===== src/design/rc4_pkg.sv =====
package rc4_pkg;

    typedef enum logic [1:0] {
        KIND_LOAD_TABLE = 2'd0,
        KIND_LOAD_KEY   = 2'd1,
        KIND_SCHEDULE   = 2'd2,
        KIND_ENCRYPT    = 2'd3
    } rc4_kind_t;

    typedef struct packed {
        rc4_kind_t   kind;
        logic [7:0]  index;
        logic [7:0]  data_value;
    } rc4_in_t;

    typedef struct packed {
        logic [7:0]  out_value;
        logic        is_cipher;
    } rc4_out_t;

    // result handed from the sequencer to the output buffer
    typedef struct packed {
        logic        valid;
        rc4_out_t    item;
    } rc4_res_t;

    localparam int KEY_DEPTH = 256;
    localparam int KLEN_W    = 9;

endpackage


===== src/design/rc4_result_buf.sv =====
module rc4_result_buf import rc4_pkg::*; (
    input  logic     aclk,
    input  logic     aresetn,
    input  rc4_res_t res,
    output logic     buf_ready,
    output logic     m_valid,
    input  logic     m_ready,
    output rc4_out_t m_data
);

    logic     pend_valid_reg;
    rc4_out_t pend_reg;
    logic     out_valid_reg;
    rc4_out_t out_reg;
    logic     out_free;

    assign out_free  = !out_valid_reg || m_ready;
    assign buf_ready = !pend_valid_reg || out_free;
    assign m_valid   = out_valid_reg;
    assign m_data    = out_reg;

    always_ff @(posedge aclk) begin
        if (!aresetn) begin
            pend_valid_reg <= 1'b0;
            out_valid_reg  <= 1'b0;
        end else begin
            if (out_free) begin
                if (pend_valid_reg) begin
                    out_reg        <= pend_reg;
                    out_valid_reg  <= 1'b1;
                    pend_valid_reg <= res.valid;
                    pend_reg       <= res.item;
                end else begin
                    out_valid_reg <= res.valid;
                    out_reg       <= res.item;
                end
            end else if (!pend_valid_reg && res.valid) begin
                // output stalled: park the item
                pend_valid_reg <= 1'b1;
                pend_reg       <= res.item;
            end
        end
    end

endmodule


===== config.mk =====
export PLATFORM = sky130hd
export DESIGN_NAME = rc4_result_buf
export DESIGN_NICKNAME = d
export VERILOG_FILES = /design/src/design/rc4_pkg.sv /design/src/design/rc4_result_buf.sv
export SDC_FILE = /design/constraint.sdc
export NUM_CORES = 1
export LEC_CHECK = 0
export ABC_AREA = 0
export BUFFER_PORTS_ARGS = -buffer_cell sky130_fd_sc_hd__buf_2
export CORE_MARGIN = 8
export CORE_UTILIZATION = 48
export CTS_CLUSTER_SIZE = 12
export DETAILED_ROUTE_END_ITERATION = 10
export GPL_TIMING_DRIVEN = 1
export PLACE_DENSITY_LB_ADDON = 0.08
export SETUP_SLACK_MARGIN = 0.4
export SKIP_CTS_REPAIR_TIMING = 1
export SLEW_MARGIN = 20
export SYNTH_ARGS = -nofsm -noshare
export SYNTH_HDL_FRONTEND = slang
export SYNTH_SLANG_ARGS = --single-unit

===== constraint.sdc =====
create_clock -name aclk -period 1.96 [get_ports aclk]
set_input_delay 0.49 -clock aclk [delete_from_list [all_inputs] [get_ports aclk]]
set_output_delay 0.49 -clock aclk [all_outputs]
set_load 0.05 [all_outputs]

# Word-level counts from Yosys, hierarchy flattened
# Index checks and enable logic that the tools add are counted.
# totals
ff_bits	20
input_bits	13
out_inout_bits	11
word_cells	23
# classes
n_eq_ne	1
n_mux	8
n_reduce_logical	8
# ops
op	count
$mux W9	4
$mux W1	4
$reduce_and A3 Y1	1
$logic_not A1 Y1	2
$logic_or A1 B1 Y1	2
$ne A2 B2 Y1 const B	1
$reduce_and A2 Y1	1
$reduce_bool A2 Y1	1
$logic_and A1 B1 Y1	1

# Longest topological paths before layout
# logic_depth
depth_word	4
ltp_mapped	3
ltp_nobuf	3

# Worst setup path before layout
# OpenSTA, ideal clock, no wires.
# synth_timing
path_type	flip-flop to flip-flop
start	register out_valid_reg (netlist: m_valid)
end	register pend_reg[0] in the netlist's numbering, enable pin
setup_time_ns	0.375
arrival_time_ns	1.420
required_time_ns	1.585
setup_slack_ns	0.165
path_stages_with_launch	4
path_buffers	0
period_less_slack_ns	1.795
path_cell_list	dfxtp_1 and2b_2 mux2i_1 nor2b_1
# synth_between
elab_chain_len	4
word_cells_on_any_way	5
classes_between	eq/ne: 1; reduce/logical: 4
# synth_lines
item	line	text
start: declaration	rc4_result_buf.sv:13	logic out_valid_reg;
start signal: assignment	rc4_result_buf.sv:34	out_valid_reg <= res.valid;
$logic_not A1 Y1 *	rc4_result_buf.sv:17	assign out_free = !out_valid_reg || m_ready;
$logic_or A1 B1 Y1 *	rc4_result_buf.sv:17	
$ne A2 B2 Y1 (no line) / $reduce_bool A2 Y1 (equally long branches)	n/a	
$reduce_and A3 Y1 (no line) *	n/a	
end signal: assignment	rc4_result_buf.sv:32	pend_reg <= res.item;
end signal: assignment	rc4_result_buf.sv:40	pend_reg <= res.item;
end: declaration	rc4_result_buf.sv:12	rc4_out_t pend_reg;
# Mark *: on every way between the ends. The rest lies on a longest branch, timed or not.
# A chain may end at the register's enable or synchronous reset.

# Worst setup path in the final report
# layout_timing
start	register out_valid_reg (netlist: m_valid)
end	output port buf_ready
# layout_between
elab_chain_len	3
# layout_lines
item	line	text
$logic_not A1 Y1	rc4_result_buf.sv:17	
$logic_or A1 B1 Y1	rc4_result_buf.sv:17	
$logic_or A1 B1 Y1	rc4_result_buf.sv:18	assign buf_ready = !pend_valid_reg || out_free;
end: declaration	rc4_result_buf.sv:5	output logic buf_ready,
# Every way passes these cells.

==> impl_metrics.json <==
{
  "status": "finished clean",
  "synth_cell_types": 12,
  "synth_top_area_share_pct": 68.5,
  "leakagePower_uw": 0.000382,
  "drt_pre_antenna_iters": 2,
  "synth_area_leaders": "edfxtp_1, mux2_4, dfxtp_1",
  "synthCells": 40,
  "final.setup.tns_ns": 0,
  "initial_core_util_pct": 51.8,
  "gp_congestion": 0.641,
  "critPathRequiredTime_ns": 1.47,
  "grt_max_degree": 13,
  "clk_pin_slew_ns": 0.10,
  "crit_type": "reg2out",
  "synthMostInstantiatedCell": "edfxtp_1",
  "pre_cts_ws_ns": 0.259,
  "cp_max_fo": 4,
  "seqCellArea_um2": 582,
  "grt_pass1_vias": 501,
  "clock_sinks": 20,
  "worstHoldPathType": "in2reg",
  "fill_cells": 126,
  "grt_usage_pct": 8.24,
  "multi_input_area_um2": 205,
  "yosysWarningCount": 0,
  "ir_worst_vdd_v": 0.000503,
  "synthAdderAreaFrac_pct": 0,
  "drc": 0,
  "ys_seq_area_share_pct": 73.5,
  "fmax_mhz": 638,
  "rows": 14,
  "die_w_um": 56.6,
  "synth_top_family_by_area": "multiplexers",
  "async_flop_share_pct": 0,
  "area_growth_pct": 23.3,
  "via_count": 441,
  "cp-start-kind": "flop",
  "antenna_cells": 0,
  "avgSynthCellArea_um2": 19.7,
  "numPortBuffers": 23,
  "gr-total-overflow": 0,
  "die_y_um": 56.6,
  "yosys-top-cells-count": "edfxtp_1, mux2_4, mux2_2, nor2b_1",
  "antenna_found_initial": 0,
  "slew_headroom_pct": 68.6,
  "final_core_util_pct": 63.9,
  "power.density_mw_per_mm2": 824,
  "clockBufferDepth": 2,
  "clock_latency_ns": 0.29,
  "final_nets": 82,
  "cts_tree": "yes",
  "finalHoldViolCount": 0,
  "cp.arrival_ns": 1.08,
  "numCtsBuffers": 3,
  "finClkSkew_ns": 0.00130,
  "drv_slew": 0,
  "wirelength_um": 1240,
  "drt_iter0_markers": 3,
  "dp_hpwl_um": 939,
  "cp-end-kind": "output pin",
  "grt_pass1_wl_um": 2070,
  "setup_ws_ns": 0.393,
  "htreeDepth": 1,
  "synth_edf_count": 18,
  "synth_area_um2": 790,
  "vias_per_cell": 5.25,
  "drive_gt1_share_pct": 64.7,
  "synth_seq_cells": 20,
  "cap_viol_max_count": 0,
  "setup_violations": 0,
  "finalPower_uw": 802,
  "synth-simple-area-share_pct": 4.44,
  "wl_per_cell_um": 14.8,
  "synth_mux_area_share_pct": 17.0,
  "synth_area_leader_cell": "edfxtp_1",
  "ant_nets": 0,
  "grt_setup_unrepaired": "yes",
  "synth_xor_area_share_pct": 0,
  "synth_ff_type": "edfxtp_1",
  "synth_compound_area_share_pct": 3.65,
  "ios": 24,
  "core_area_mm2": 0.00152,
  "die-area_mm2": 0.00320,
  "min_period_ns": 1.57,
  "syn_nets": 53,
  "post-route-period-util_pct": 80.0,
  "worstMarginPinSlew_ns": 0.469,
  "cts-root-buf": "clkbuf_4"
}
[report_power, final]
part | internal (uW) | switching (uW) | total, uW | leakage (uW)
clock network | 79.2 | 114 | 193 | 0.0000150
logic | 40.7 | 76.5 | 117 | 0.000182
registers | 487 | 4.65 | 492 | 0.000185
total | 607 | 195 | 802 | 0.000382
[cell families (layout without fill, tap and decap cells)]
family | count (synthesis) | count (layout)
multiplexers | 10 | 10
AO/OA/AOI/OAI | 3 | 3
buffers and inverters | 1 | 29
flip-flops | 20 | 20
AND/OR/NAND/NOR | 6 | 6
[worst max-delay path, stage by stage (launching register included)]
cell and delay, ns:
dfxtp_2 0.33, and2b_2 0.23, nand2_2 0.08, buf_8 0.14
[layout by cell type, fill, tap and decap left out, drive strengths merged]
master  count
and2b       1
dfxtp       2
nor2b       3
o31a        1
a21boi      1
nand2       2
mux2i       1
edfxtp     18
clkbuf      4
o21ai       1
buf        25
mux2        9
[stage by stage]
stage | cell area [um2] | hold slack (ns) | instances
global placement | 930 | 0.530 | 79
finish | 973 | 0.382 | 84
global route | 973 | 0.366 | 84
CTS | 956 | 0.373 | 83
detailed placement | 930 | 0.535 | 79
floorplan | 798 | 0.523 | 40
[final timing paths]
kind	start	endpoint	slack, ns	cells after the start
setup / recovery	m_valid	buf_ready	0.39	3
hold / removal	res[0]	pend_reg[0]	0.38	1
setup reg to reg	m_valid	m_data[2]	0.52	3
hold reg to reg	pend_reg[1]	m_data[1]	0.56	1
[final cells by class]
class	count	area share, %
clock buffer	4	2.70
multi-input combinational	19	21.1
sequential	20	59.8
tap	16	2.06
timing repair buffer	25	14.4
[per-layer routing]
metal	part of all wire (%)	global-route usage (%)	up-vias
li1	-	-	210
met1	42	8.48	211
met2	48	13.3	18
met3	8.4	4.27	2
met4	1.5	4.12	0
met5	0	0	-
No activity file was read; power rests on OpenSTA's default activity.
